**src/rtl/thl_pkg.sv**
```systemverilog
// ----------------------------------------------------------------------------
// thl_pkg
// Types, curve tables and range limits for the thermistor table linearizer.
// ----------------------------------------------------------------------------
package thl_pkg;

  localparam int SEGMENTS  = 16;
  localparam int PTS       = SEGMENTS + 1;
  localparam int SEG_W     = $clog2(SEGMENTS);
  localparam int IDX_W     = $clog2(PTS);
  localparam int CURVES    = 5;
  localparam int CV_W      = $clog2(CURVES);
  localparam int RANGES    = 10;
  localparam int RNG_W     = 4;
  localparam int PT_W      = 12;
  localparam int CODE_W    = 12;
  localparam int TEMP_W    = 13;
  localparam int STEP_W    = 8;
  localparam int PCT_W     = 7;
  localparam int HUNDRED   = 100;

  // serial divider: quotient bits produced one per cycle
  localparam int DIV_STEPS = 8;
  localparam int DIVS_W    = PT_W;
  localparam int DIVD_W    = DIVS_W + DIV_STEPS;
  localparam int DCNT_W    = $clog2(DIV_STEPS);

  typedef enum logic [2:0] {
    ST_IDLE,
    ST_CHECK,
    ST_SEARCH,
    ST_PREP,
    ST_DIV1,
    ST_MUL,
    ST_DIV2,
    ST_DONE
  } thl_state_t;

  typedef struct packed {
    logic              start;
    logic [DIVD_W-1:0] dividend;
    logic [DIVS_W-1:0] divisor;
  } div_req_t;

  typedef struct packed {
    logic                 done;
    logic [DIV_STEPS-1:0] quot;
  } div_stat_t;

  typedef struct packed {
    logic             done;
    logic [SEG_W-1:0] seg;
  } srch_stat_t;

  localparam logic [PT_W-1:0] CURVE_ROM [CURVES][PTS] = '{
    '{12'd932, 12'd844, 12'd716, 12'd564, 12'd412, 12'd284, 12'd192, 12'd128,
      12'd84,  12'd56,  12'd40,  12'd28,  12'd20,  12'd16,  12'd12,  12'd8,
      12'd4},
    '{12'd3918, 12'd3818, 12'd3650, 12'd3408, 12'd3050, 12'd2670, 12'd2218,
      12'd1772, 12'd1362, 12'd1040, 12'd758,  12'd550,  12'd406,  12'd283,
      12'd200,  12'd137,  12'd91},
    '{12'd932, 12'd860, 12'd760, 12'd640, 12'd508, 12'd384, 12'd280, 12'd200,
      12'd140, 12'd100, 12'd72,  12'd52,  12'd36,  12'd28,  12'd20,  12'd16,
      12'd12},
    '{12'd994, 12'd971, 12'd935, 12'd880, 12'd798, 12'd714, 12'd612, 12'd510,
      12'd415, 12'd339, 12'd272, 12'd224, 12'd190, 12'd161, 12'd142, 12'd127,
      12'd115},
    '{12'd984, 12'd952, 12'd908, 12'd844, 12'd764, 12'd668, 12'd564, 12'd460,
      12'd368, 12'd288, 12'd220, 12'd168, 12'd132, 12'd100, 12'd76,  12'd60,
      12'd48}
  };

  localparam logic signed [TEMP_W-1:0] LOW_LIM [RANGES] = '{
    -13'sd400, -13'sd400, -13'sd400, -13'sd400, -13'sd400,
    -13'sd400, -13'sd400, -13'sd400, -13'sd500, -13'sd580
  };

  localparam logic signed [TEMP_W-1:0] HIGH_LIM [RANGES] = '{
    13'sd1500, 13'sd3020, 13'sd1200, 13'sd2480, 13'sd1200,
    13'sd2480, 13'sd1200, 13'sd2480, 13'sd1100, 13'sd2300
  };

  localparam logic [STEP_W-1:0] SEG_STEP [RANGES] = '{
    8'd119, 8'd214, 8'd100, 8'd180, 8'd100,
    8'd180, 8'd100, 8'd180, 8'd100, 8'd180
  };

  // sensor range 0 acts as 1, 11..15 as 10
  function automatic logic [RNG_W-1:0] range_sel(input logic [RNG_W-1:0] r);
    logic [RNG_W-1:0] s;
    if (r inside {[1:RANGES]}) begin
      s = r - RNG_W'(1);
    end else if (r == '0) begin
      s = '0;
    end else begin
      s = RNG_W'(RANGES - 1);
    end
    return s;
  endfunction

  function automatic logic [PT_W-1:0] curve_pt(input logic [CV_W-1:0]  cv,
                                               input logic [IDX_W-1:0] idx);
    logic [PT_W-1:0] p;
    if (cv < CV_W'(CURVES) && idx < IDX_W'(PTS)) begin
      p = CURVE_ROM[cv][idx];
    end else begin
      p = '0;
    end
    return p;
  endfunction

  function automatic logic signed [TEMP_W-1:0] low_lim(input logic [RNG_W-1:0] s);
    logic signed [TEMP_W-1:0] v;
    if (s < RNG_W'(RANGES)) begin
      v = LOW_LIM[s];
    end else begin
      v = '0;
    end
    return v;
  endfunction

  function automatic logic signed [TEMP_W-1:0] high_lim(input logic [RNG_W-1:0] s);
    logic signed [TEMP_W-1:0] v;
    if (s < RNG_W'(RANGES)) begin
      v = HIGH_LIM[s];
    end else begin
      v = '0;
    end
    return v;
  endfunction

  function automatic logic [STEP_W-1:0] seg_step(input logic [RNG_W-1:0] s);
    logic [STEP_W-1:0] v;
    if (s < RNG_W'(RANGES)) begin
      v = SEG_STEP[s];
    end else begin
      v = '0;
    end
    return v;
  endfunction

endpackage

```
**src/rtl/thl_search.sv**
```systemverilog
// ----------------------------------------------------------------------------
// thl_search
// Bit-serial segment search: one bit of the segment index per cycle, MSB
// first, one curve point compared per cycle.
// ----------------------------------------------------------------------------
module thl_search import thl_pkg::*; (
  input  logic              clk,
  input  logic              rst_n,
  input  logic              start,
  input  logic [CV_W-1:0]   cv,
  input  logic [CODE_W-1:0] code,
  output srch_stat_t        stat
);

  logic             busy_r;
  logic             done_r;
  logic [SEG_W-1:0] mask_r;
  logic [SEG_W-1:0] seg_r;
  logic [SEG_W-1:0] trial;
  logic [PT_W-1:0]  pt;
  logic             above;

  // seg = count of points past the first that lie above the code
  assign trial = seg_r | mask_r;
  assign pt    = curve_pt(cv, {1'b0, trial});
  assign above = pt > code;

  always_ff @(posedge clk) begin
    if (!rst_n) begin
      busy_r <= 1'b0;
      done_r <= 1'b0;
      mask_r <= '0;
    end else begin
      done_r <= 1'b0;
      if (start) begin
        busy_r <= 1'b1;
        mask_r <= {1'b1, {(SEG_W-1){1'b0}}};
      end else if (busy_r) begin
        mask_r <= mask_r >> 1;
        if (mask_r[0]) begin
          busy_r <= 1'b0;
          done_r <= 1'b1;
        end
      end
    end
  end

  always_ff @(posedge clk) begin
    if (start) begin
      seg_r <= '0;
    end else if (busy_r && above) begin
      seg_r <= trial;
    end
  end

  assign stat.done = done_r;
  assign stat.seg  = seg_r;

endmodule

```
**src/rtl/thl_div.sv**
```systemverilog
// ----------------------------------------------------------------------------
// thl_div
// Restoring divider, one quotient bit per cycle. The caller guarantees the
// quotient fits DIV_STEPS bits, so the upper dividend bits preload the
// partial remainder.
// ----------------------------------------------------------------------------
module thl_div import thl_pkg::*; (
  input  logic      clk,
  input  logic      rst_n,
  input  div_req_t  req,
  output div_stat_t stat
);

  logic                 busy_r;
  logic                 done_r;
  logic [DCNT_W-1:0]    cnt_r;
  logic [DIVS_W-1:0]    rem_r;
  logic [DIV_STEPS-1:0] sh_r;
  logic [DIVS_W-1:0]    dvs_r;
  logic [DIVS_W:0]      trial;
  logic [DIVS_W:0]      diff;
  logic                 ge;

  assign trial = {rem_r, sh_r[DIV_STEPS-1]};
  assign diff  = trial - {1'b0, dvs_r};
  assign ge    = trial >= {1'b0, dvs_r};

  always_ff @(posedge clk) begin
    if (!rst_n) begin
      busy_r <= 1'b0;
      done_r <= 1'b0;
      cnt_r  <= '0;
    end else begin
      done_r <= 1'b0;
      if (req.start) begin
        busy_r <= 1'b1;
        cnt_r  <= '0;
      end else if (busy_r) begin
        cnt_r <= cnt_r + DCNT_W'(1);
        if (cnt_r == DCNT_W'(DIV_STEPS - 1)) begin
          busy_r <= 1'b0;
          done_r <= 1'b1;
        end
      end
    end
  end

  // dividend low bits shift out as quotient bits shift in
  always_ff @(posedge clk) begin
    if (req.start) begin
      rem_r <= req.dividend[DIVD_W-1:DIV_STEPS];
      sh_r  <= req.dividend[DIV_STEPS-1:0];
      dvs_r <= req.divisor;
    end else if (busy_r) begin
      rem_r <= ge ? diff[DIVS_W-1:0] : trial[DIVS_W-1:0];
      sh_r  <= {sh_r[DIV_STEPS-2:0], ge};
    end
  end

  assign stat.done = done_r;
  assign stat.quot = sh_r;

endmodule

```
**src/rtl/thermistor_table_linearizer_top.sv**
```systemverilog
// ----------------------------------------------------------------------------
// thermistor_table_linearizer_top
// ADC code to temperature in tenths of a degree: curve lookup, segment
// search and linear interpolation with truncating serial division.
//
//   channel  ports                              handshake
//   input    start, busy, in_raw_reading         beat on start & !busy
//   result   out_valid, out_temperature_tenths   one-cycle strobe, no stall
//   config   cfg_we, cfg_wdata                   write on cfg_we
//
// Out-of-range codes go from CHECK straight to DONE. Others pass through the
// bit-serial segment search, PREP and the two 8-step restoring divisions
// through the one shared divider; a zero delta goes from PREP to DONE, result 0.
// One item in flight; busy is high from accept through the result strobe, so
// the next beat can be accepted the cycle after it. The receiver cannot stall.
// Reset is synchronous, active low; sensor range resets to 3.
// ----------------------------------------------------------------------------
module thermistor_table_linearizer_top import thl_pkg::*; (
  input  logic                     clk,
  input  logic                     rst_n,
  input  logic                     start,
  output logic                     busy,
  input  logic [CODE_W-1:0]        in_raw_reading,
  output logic                     out_valid,
  output logic signed [TEMP_W-1:0] out_temperature_tenths,
  input  logic                     cfg_we,
  input  logic [RNG_W-1:0]         cfg_wdata
);

  thl_state_t state_r, state_nxt;

  logic [RNG_W-1:0]         range_r;
  logic [RNG_W-1:0]         sel_r;
  logic [CODE_W-1:0]        code_r;
  logic [PCT_W:0]           q1_r;
  logic signed [TEMP_W-1:0] base_r, base_nxt;
  logic signed [TEMP_W-1:0] res_r, res_nxt;

  logic [CV_W-1:0]          cv;
  logic [PT_W-1:0]          pt_first;
  logic [PT_W-1:0]          pt_last;
  logic [PT_W-1:0]          pt_hi;
  logic [PT_W-1:0]          pt_lo;
  logic [PT_W-1:0]          delta;
  logic [PT_W-1:0]          num;
  logic [STEP_W+SEG_W-1:0]  step_seg;
  logic                     is_high;
  logic                     is_low;

  logic                     srch_start;
  srch_stat_t               srch;
  div_req_t                 dreq;
  div_stat_t                dstat;

  assign cv       = sel_r[RNG_W-1:1];
  assign pt_first = curve_pt(cv, '0);
  assign pt_last  = curve_pt(cv, IDX_W'(SEGMENTS));
  assign is_high  = code_r <= pt_last;
  assign is_low   = code_r >= pt_first;
  assign pt_hi    = curve_pt(cv, {1'b0, srch.seg});
  assign pt_lo    = curve_pt(cv, {1'b0, srch.seg} + IDX_W'(1));
  assign delta    = pt_hi - pt_lo;
  assign num      = pt_hi - code_r;
  assign step_seg = {{SEG_W{1'b0}}, seg_step(sel_r)} * {{STEP_W{1'b0}}, srch.seg};

  thl_search u_search (
    .clk   (clk),
    .rst_n (rst_n),
    .start (srch_start),
    .cv    (cv),
    .code  (code_r),
    .stat  (srch)
  );

  thl_div u_div (
    .clk   (clk),
    .rst_n (rst_n),
    .req   (dreq),
    .stat  (dstat)
  );

  always_ff @(posedge clk) begin
    if (!rst_n) begin
      state_r <= ST_IDLE;
      range_r <= RNG_W'(3);
    end else begin
      state_r <= state_nxt;
      if (cfg_we) begin
        range_r <= cfg_wdata;
      end
    end
  end

  always_ff @(posedge clk) begin
    if (state_r == ST_IDLE && start) begin
      code_r <= in_raw_reading;
      sel_r  <= range_sel(range_r);
    end
    if (state_r == ST_DIV1 && dstat.done) begin
      q1_r <= dstat.quot;
    end
    base_r <= base_nxt;
    res_r  <= res_nxt;
  end

  // next state
  always_comb begin
    state_nxt = state_r;
    case (state_r)
      ST_IDLE: begin
        if (start) state_nxt = ST_CHECK;
      end
      ST_CHECK: begin
        state_nxt = (is_high || is_low) ? ST_DONE : ST_SEARCH;
      end
      ST_SEARCH: begin
        if (srch.done) state_nxt = ST_PREP;
      end
      ST_PREP: begin
        state_nxt = (delta == '0) ? ST_DONE : ST_DIV1;
      end
      ST_DIV1: begin
        if (dstat.done) state_nxt = ST_MUL;
      end
      ST_MUL: begin
        state_nxt = ST_DIV2;
      end
      ST_DIV2: begin
        if (dstat.done) state_nxt = ST_DONE;
      end
      ST_DONE: begin
        state_nxt = ST_IDLE;
      end
      default: begin
        state_nxt = ST_IDLE;
      end
    endcase
  end

  // datapath: result = low + step*seg + (step * pct) / 100, a range limit when out of range, 0 when delta is 0
  always_comb begin
    base_nxt = base_r;
    res_nxt  = res_r;
    case (state_r)
      ST_CHECK: begin
        if (is_high) begin
          res_nxt = high_lim(sel_r);
        end else if (is_low) begin
          res_nxt = low_lim(sel_r);
        end
      end
      ST_PREP: begin
        base_nxt = low_lim(sel_r) + $signed({1'b0, step_seg});
        if (delta == '0) res_nxt = '0;
      end
      ST_DIV2: begin
        if (dstat.done) begin
          res_nxt = base_r + $signed({{(TEMP_W-DIV_STEPS){1'b0}}, dstat.quot});
        end
      end
      default: begin
        res_nxt = res_r;
      end
    endcase
  end

  // outputs and unit starts
  always_comb begin
    busy          = state_r != ST_IDLE;
    out_valid     = state_r == ST_DONE;
    srch_start    = (state_r == ST_CHECK) && !is_high && !is_low;
    dreq.start    = 1'b0;
    dreq.dividend = '0;
    dreq.divisor  = '0;
    case (state_r)
      ST_PREP: begin
        dreq.start    = delta != '0;
        dreq.dividend = DIVD_W'(num) * DIVD_W'(HUNDRED);
        dreq.divisor  = delta;
      end
      ST_MUL: begin
        dreq.start    = 1'b1;
        dreq.dividend = DIVD_W'(seg_step(sel_r)) * DIVD_W'(q1_r);
        dreq.divisor  = DIVS_W'(HUNDRED);
      end
      default: begin
        dreq.start = 1'b0;
      end
    endcase
  end

  assign out_temperature_tenths = res_r;

`ifndef SYNTH
  a_accept_busy: assert property (@(posedge clk) disable iff (!rst_n)
    (start && !busy) |=> busy)
    else $error("accepted beat did not raise busy");

  a_strobe_single: assert property (@(posedge clk) disable iff (!rst_n)
    out_valid |=> (!out_valid && !busy))
    else $error("result strobe longer than one cycle");

  a_div_done_state: assert property (@(posedge clk) disable iff (!rst_n)
    dstat.done |-> (state_r == ST_DIV1 || state_r == ST_DIV2))
    else $error("divider finished outside a divide state");

  a_srch_done_state: assert property (@(posedge clk) disable iff (!rst_n)
    srch.done |-> (state_r == ST_SEARCH))
    else $error("search finished outside search state");

  a_low_bound: assert property (@(posedge clk) disable iff (!rst_n)
    out_valid |-> (out_temperature_tenths >= low_lim(sel_r)))
    else $error("result below low limit");
`endif

endmodule
```
**config.mk**
```make
export PLATFORM = sky130hd
export DESIGN_NAME = thermistor_table_linearizer_top
export DESIGN_NICKNAME = d
export VERILOG_FILES = /design/src/rtl/thl_pkg.sv /design/src/rtl/thl_search.sv /design/src/rtl/thl_div.sv /design/src/rtl/thermistor_table_linearizer_top.sv
export SDC_FILE = /design/constraint.sdc
export NUM_CORES = 1
export LEC_CHECK = 0
export BUFFER_PORTS_ARGS = -buffer_cell sky130_fd_sc_hd__buf_2
export CAP_MARGIN = 20
export CORE_ASPECT_RATIO = 0.7
export CORE_MARGIN = 5
export CORE_UTILIZATION = 30
export CTS_CLUSTER_DIAMETER = 80
export DETAILED_ROUTE_END_ITERATION = 8
export PLACE_DENSITY_LB_ADDON = 0.25
export SETUP_SLACK_MARGIN = 0.02
export SYNTH_ARGS = -nofsm -noshare
export SYNTH_HDL_FRONTEND = slang
export SYNTH_SLANG_ARGS = --single-unit
```
**constraint.sdc**
```tcl
create_clock -name clk -period 5.95 [get_ports clk]
set_input_delay 1.19 -clock clk [delete_from_list [all_inputs] [get_ports clk]]
set_output_delay 1.19 -clock clk [all_outputs]
set_load 0.005 [all_outputs]
```
==> results.yml, run 1 <==
timing:
  fin_ws_ps: 10.5
  hold_violations: 0
  finalCritPeriodShare_pct: 99.8
  finalMaxSlewViolations: 0
  fin_crit_ps: 5940
  setup_viol: 0
  tightest_slew_ps: 1120
  slew_headroom_pct: 25.1
  whs_ps: 534
  clock_skew_ps: 13.1
  rsz0062_at_grt: "true"
  fmax_mhz: 168
global_routing:
  grt-ovfl-total: 0
  grt_pass1_wl_um: 83600
  track_usage_pct: 19.4
  grt_max_degree: 36
  antenna_found_initial: 0
  grt_pass1_vias: 13800
worst_setup_path:
  cp-start-kind: "flip-flop"
  max_stage_delay_ps: 530
  cp_slowest_cell: "edfxtp_1"
  ff2ff_path_depth: 30
  cp_data_arrival_time_ps: 6160
  path_class: "flip-flop to flip-flop"
  crit_fanout: 6
  crit_path_frequent_cell: "buf_4"
  worstPathRequired_ps: 6170
  setup.worst_path.end_class: "flip-flop"
clock_network:
  hold_buffers: 0
  root_buffer: "clkbuf_16"
  cts_tree: "done"
  numCtsBuffers: 9
  clockBufferDepth: 2
  clk_pin_slew_ps: 90
  cts_max_level: 3
  insertion_delay_ps: 380
  cts_sinks: 104
synthesis:
  ys.warnings.count: 0
  syn_avg_cell_area_um2: 8.06
  netlist_instances: 1868
  ys_seq_elements: 104
  ys_types: 100
  yosysSeqAreaShare_pct: 19.3
  synth_edf_count: 82
  synth_ff_type: "edfxtp_1"
  synth_area_mm2: 0.0151
  synth_fp_nets: 2126
  async_reset_ff_share_pct: 0
drt:
  route.vias.total: 14700
  routedWlPerCell_um: 20.5
  drc: 0
  drt_iter0_markers: 1438
  drt_first_pass_iters: 7
  vias_per_cell: 5.47
  wl_um: 55000
  antenna_left: 0
min_path:
  whs_path_depth: 2
  hp-class: "flip-flop to flip-flop"
power_and_ir_drop:
  clkPwrFrac_pct: 7.7
  intPower_uw: 4530
  comb_power_share_pct: 80.9
  p_sw_uw: 3810
  p_seq_share_pct: 11.3
  powerDensity_mw_per_mm2: 461
  p_sw_share_pct: 45.7
  power.total_uw: 8340
  total_leakage_power_uw: 0.00795
  vdd_ir_drop_max_uv: 804
placed_design:
  dpl_worst_slack_ps: -184
  place_congestion: 0.928
  placed_area_mm2: 0.0172
  port-buffer-count: 34
  dp.final_hpwl_um: 44100
floorplanning:
  core_area_mm2: 0.0494
  io-pin-count: 35
  start_util_pct: 30.4
  die_area_mm2: 0.0548
  die_x_um: 278
  die_height_um: 197
  row_count: 68
finish:
  finalNetCount: 2276
  antenna_cells: 0
  fillers: 5079
  design_area_mm2: 0.0181
  syn_to_final_growth_pct: 20.3
  drive_above_1_share_pct: 20.8
status:
  status: "finished, final reports clean"
flow_run:
  maxCapViolations: 0
==> worst max-delay path, delay by kind of cell, from the launching register on <==
| family | cells | cell delay (ps) |
|---|---|---|
| fa+ha+maj | 5 | 1590 |
| compound gates | 10 | 1580 |
| buf+inv | 8 | 900 |
| simple gates | 5 | 900 |
| flops | 1 | 530 |
| xor+xnor | 2 | 270 |
==> per-layer routing <==
metal  vias to the layer above  wire [um]  share of wire, %  GRT usage (%)
met5                         -          0                 0              0
met4                         0        559               1.0           2.65
met3                        47       5560                10           5.86
met2                       561      21200                39           26.4
met1                      7110      27600                50           30.5
li1                       6977          -                 -              -
==> repair_timing <==
action                     CTS  global route
pin swaps                    2            45
setup endpoints to repair    6            70
hold endpoints to repair     0             0
gates cloned                 0             0
resized for setup           15            94
setup buffers                0            15
==> worst paths after layout <==
path	start	endpoint	slack [ps]
max reg2reg	sel_r[1]	u_div.rem_r[10]	10
min reg2reg	u_search.mask_r[0]	u_search.done_r	530
min	u_search.mask_r[0]	u_search.done_r	530
max	sel_r[1]	u_div.rem_r[10]	10
==> registers in the layout, indices dropped and copies added (netlist names) <==
name	count
u_search.mask_r	4
u_div.sh_r	8
state_r	3
code_r	12
base_r	13
u_div.cnt_r	3
u_div.rem_r	12
u_search.done_r	1
u_div.busy_r	1
u_search.busy_r	1
u_search.seg_r	4
q1_r	8
sel_r	4
u_div.dvs_r	12
out_temperature_tenths	13
range_r	4
u_div.done_r	1
==> metrics by stage <==
step	utilization (%)	TNS [ps]	std cells
finish	36.6	0	2688
floorplan	-	0	1868
detailed placement	34.7	-311	2657
global placement	34.7	-116	2656
CTS	35.5	0	2673
global route	36.6	-737	2688
==> logic make-up after synthesis <==
logic type      after synthesis  synth area share, %
compound gates              545                 24.2
simple gates                538                 17.5
buf+inv                     313                 8.55
fa+ha+maj                   241                 22.3
flops                       104                 19.3
xor+xnor                     92                 5.50
mux                          35                 2.68
==> cell type report <==
class,instances,area [um2],share of cell area (%)
Multi-Input combinational cell,1451,11400,62.9
Sequential cell,104,2910,16.1
Timing Repair Buffer,259,1950,10.8
Tap cell,665,832,4.59
Inverter,193,729,4.03
Clock buffer,9,225,1.24
Clock inverter,7,78.8,0.435
==> Yosys cell counts (6+ instances only) <==
cell type    n  area, um2
a211oi_1    23        173
a21boi_0     6       45.0
a21o_1      26        195
a21oi_1    137        686
a221o_1      8       80.1
a22oi_1      8       60.1
a311oi_1     7       61.3
a31oi_1     23        144
and2_1      36        225
and3_1      28        175
buf_1       12       45.0
buf_2       15       75.1
buf_4        6       45.0
buf_6        7       78.8
clkbuf_1    79        297
dfxtp_1     22        440
edfxtp_1    82       2460
fa_1        46        921
ha_1       192       2400
inv_1      186        698
mux2_2       7       78.8
mux2i_1     22        220
nand2_1    140        526
nand2b_1    25        156
nand3_1     32        160
nand4_1     12       75.1
nor2_1     145        544
nor2b_1     27        169
nor3_1      40        200
nor4_1       7       43.8
o211ai_1    19        143
o21a_1      23        173
o21ai_0    104        521
o21bai_1    31        233
o221ai_1     8       70.1
o22ai_1     31        194
o311a_1      7       70.1
o31ai_1     17        128
or2_2       10       62.6
or3_1       12       75.1
xnor2_1     62        543
xor2_1      27        236
==> power groups by stage <==
| stage | registers (uW) | logic (uW) | clock network [uW] |
|---|---|---|---|
| floorplan | 923 | 3620 | 0 |
| global placement | 959 | 5830 | 0 |
| detailed placement | 958 | 5860 | 0 |
| CTS | 944 | 5930 | 666 |
| global route | 953 | 7460 | 688 |
| finish | 946 | 6750 | 644 |
==> cell usage in the layout, fill, tap and decap left out, types with 37 or more instances in the layout <==
cell type,n
a21oi_1,121
buf_4,213
edfxtp_1,82
fa_1,45
ha_1,180
inv_1,181
nand2_1,139
nor2_1,131
nor3_1,37
o21ai_0,97
xnor2_1,56
Note: power is estimated with default switching activity, not from simulation.
==> inputs of run 2 (changes only) <==
--- a/config.mk
+++ b/config.mk
@@ -5,13 +5,13 @@
 export SDC_FILE = /design/constraint.sdc
 export NUM_CORES = 1
 export LEC_CHECK = 0
-export BUFFER_PORTS_ARGS = -buffer_cell sky130_fd_sc_hd__buf_2
 export CAP_MARGIN = 20
 export CORE_ASPECT_RATIO = 0.7
 export CORE_MARGIN = 5
 export CORE_UTILIZATION = 30
 export CTS_CLUSTER_DIAMETER = 80
 export DETAILED_ROUTE_END_ITERATION = 8
+export DONT_BUFFER_PORTS = 1
 export PLACE_DENSITY_LB_ADDON = 0.25
 export SETUP_SLACK_MARGIN = 0.02
 export SYNTH_ARGS = -nofsm -noshare
==> run 2 against run 1 <==
Die area unchanged; sequential share of layout area is 0.11 points higher; highest routed layer unchanged; combinational power down 3%; critical endpoint unchanged; sequential power up 0.7%; largest power group unchanged; final area down 0.70%; clock-buffer cell count did not move.
==> results.yml, run 2 (synthesized netlist as in run 1, its figures left out) <==
worst_setup_path:
  setup.worst_path.end_class: "flip-flop"
  path_buf_inv: 6
  cp-start-kind: "flip-flop"
  path_delay_family: "adder cells"
  cp_data_arrival_time_ps: 6130
  r2r_slack_ps: 30
  cp_slowest_cell: "fa_1"
  max_stage_delay_ps: 540
  worstPathRequired_ps: 6160
  crit_fanout: 7
  path_class: "flip-flop to flip-flop"
  crit_path_frequent_cell: "a21oi_2"
timing:
  rsz0062_at_grt: "true"
  slew_headroom_pct: 26.7
  fmax_mhz: 169
  finalMaxSlewViolations: 0
  setup_viol: 0
  hold_violations: 0
  finalCritPeriodShare_pct: 99.4
  clock_skew_ps: 17.2
  tightest_slew_ps: 1100
  fin_ws_ps: 33.2
  whs_ps: 505
  fin_crit_ps: 5920
global_routing:
  antenna_found_initial: 0
  grt-ovfl-total: 0
  grt_pass1_wl_um: 81800
  grt_pass1_vias: 13600
  track_usage_pct: 19.0
  grt_max_degree: 46
drt:
  routedWlPerCell_um: 20.4
  met1_length_um: 27600
  drt_iter0_markers: 1467
  antenna_left: 0
  met2_length_um: 20900
  wl_met3_um: 5210
  drc: 0
  vias_per_cell: 5.50
  route.vias.total: 14600
  wl_um: 54200
  maxUsedRoutingLayer: "met4"
  drt_first_pass_iters: 5
floorplanning:
  core_area_mm2: 0.0494
  start_util_pct: 30.4
  row_count: 68
  io-pin-count: 35
  die_x_um: 278
  die_height_um: 197
  die_area_mm2: 0.0548
placed_design:
  dp.final_hpwl_um: 43300
  port-buffer-count: 0
  place_congestion: 0.945
  dpl_worst_slack_ps: -258
power_and_ir_drop:
  vdd_ir_drop_max_uv: 651
  power.total_uw: 8150
  total_leakage_power_uw: 0.00784
  powerDensity_mw_per_mm2: 453
finish:
  seqCellArea_mm2: 0.00291
  finalNetCount: 2246
  fillers: 5145
  multi_input_area_mm2: 0.0113
  antenna_cells: 0
  postLayoutCoreUtil_pct: 36.4
  drive_above_1_share_pct: 19.2
  layout_commonest_cell: "buf_4"
  syn_to_final_growth_pct: 19.5
  final_cell_mix: "214 x buf_4, 179 x ha_1, 175 x inv_1"
flow_run:
  maxCapViolations: 0
clock_network:
  clk_pin_slew_ps: 90
  insertion_delay_ps: 390
  numCtsBuffers: 9
  cts_tree: "done"
  cts_sinks: 104
  clockBufferDepth: 2
  cts_max_level: 3
  root_buffer: "clkbuf_16"
status:
  status: "finished, final reports clean"
min_path:
  hp-class: "flip-flop to flip-flop"
run 2: cell types whose count changed in the layout (fill, tap and decap cells not counted), sizes merged:
cell	previous run	this run
buf	259	229
clkinv	5	7
inv	195	193
run 2: through the flow:
step | TNS (ps) | instance area, um2 | cells
6_report | 0 | 18000 | 2658
5_1_grt | -546 | 18000 | 2658
4_1_cts | 0 | 17400 | 2635
3_5_place_dp | -830 | 17000 | 2617
3_3_place_gp | -894 | 17000 | 2616
2_1_floorplan | 0 | 15100 | 1868
run 2: final timing paths:
check | startpoint | to | depth (start not counted)
hold / removal | u_div.sh_r[0] | q1_r[0] | 0
setup / recovery | sel_r[2] | u_div.rem_r[10] | 30
hold reg to reg | u_div.sh_r[0] | q1_r[0] | 0
setup reg to reg | sel_r[2] | u_div.rem_r[10] | 30
run 2: timing repair:
item | 4_1_cts | 5_1_grt
setup buffers | 2 | 25
hold buffers | 0 | 0
pin swaps | 5 | 54
cloned | 0 | 0
gates resized for setup | 19 | 95
hold endpoints to repair | 0 | 0
setup endpoints to repair | 6 | 47
run 2: final cells by class:
type | instances | share of cell area, %
Sequential cell | 104 | 16.2
Clock buffer | 9 | 1.25
Tap cell | 665 | 4.63
Clock inverter | 7 | 0.508
Timing Repair Buffer | 229 | 10.3
Inverter | 193 | 4.08
Multi-Input combinational cell | 1451 | 63.1
run 2: report_power, final:
group	total, uW	internal (uW)	switching (uW)
registers	953	880	73.0
clock network	648	305	343
logic	6550	3280	3260
run 2: routing by layer:
| layer | GRT usage [%] | vias to the layer above |
|---|---|---|
| met1 | 30.5 | 7079 |
| li1 | - | 6923 |
| met4 | 2.86 | 0 |
| met5 | 0 | - |
| met2 | 25.7 | 579 |
| met3 | 4.95 | 39 |
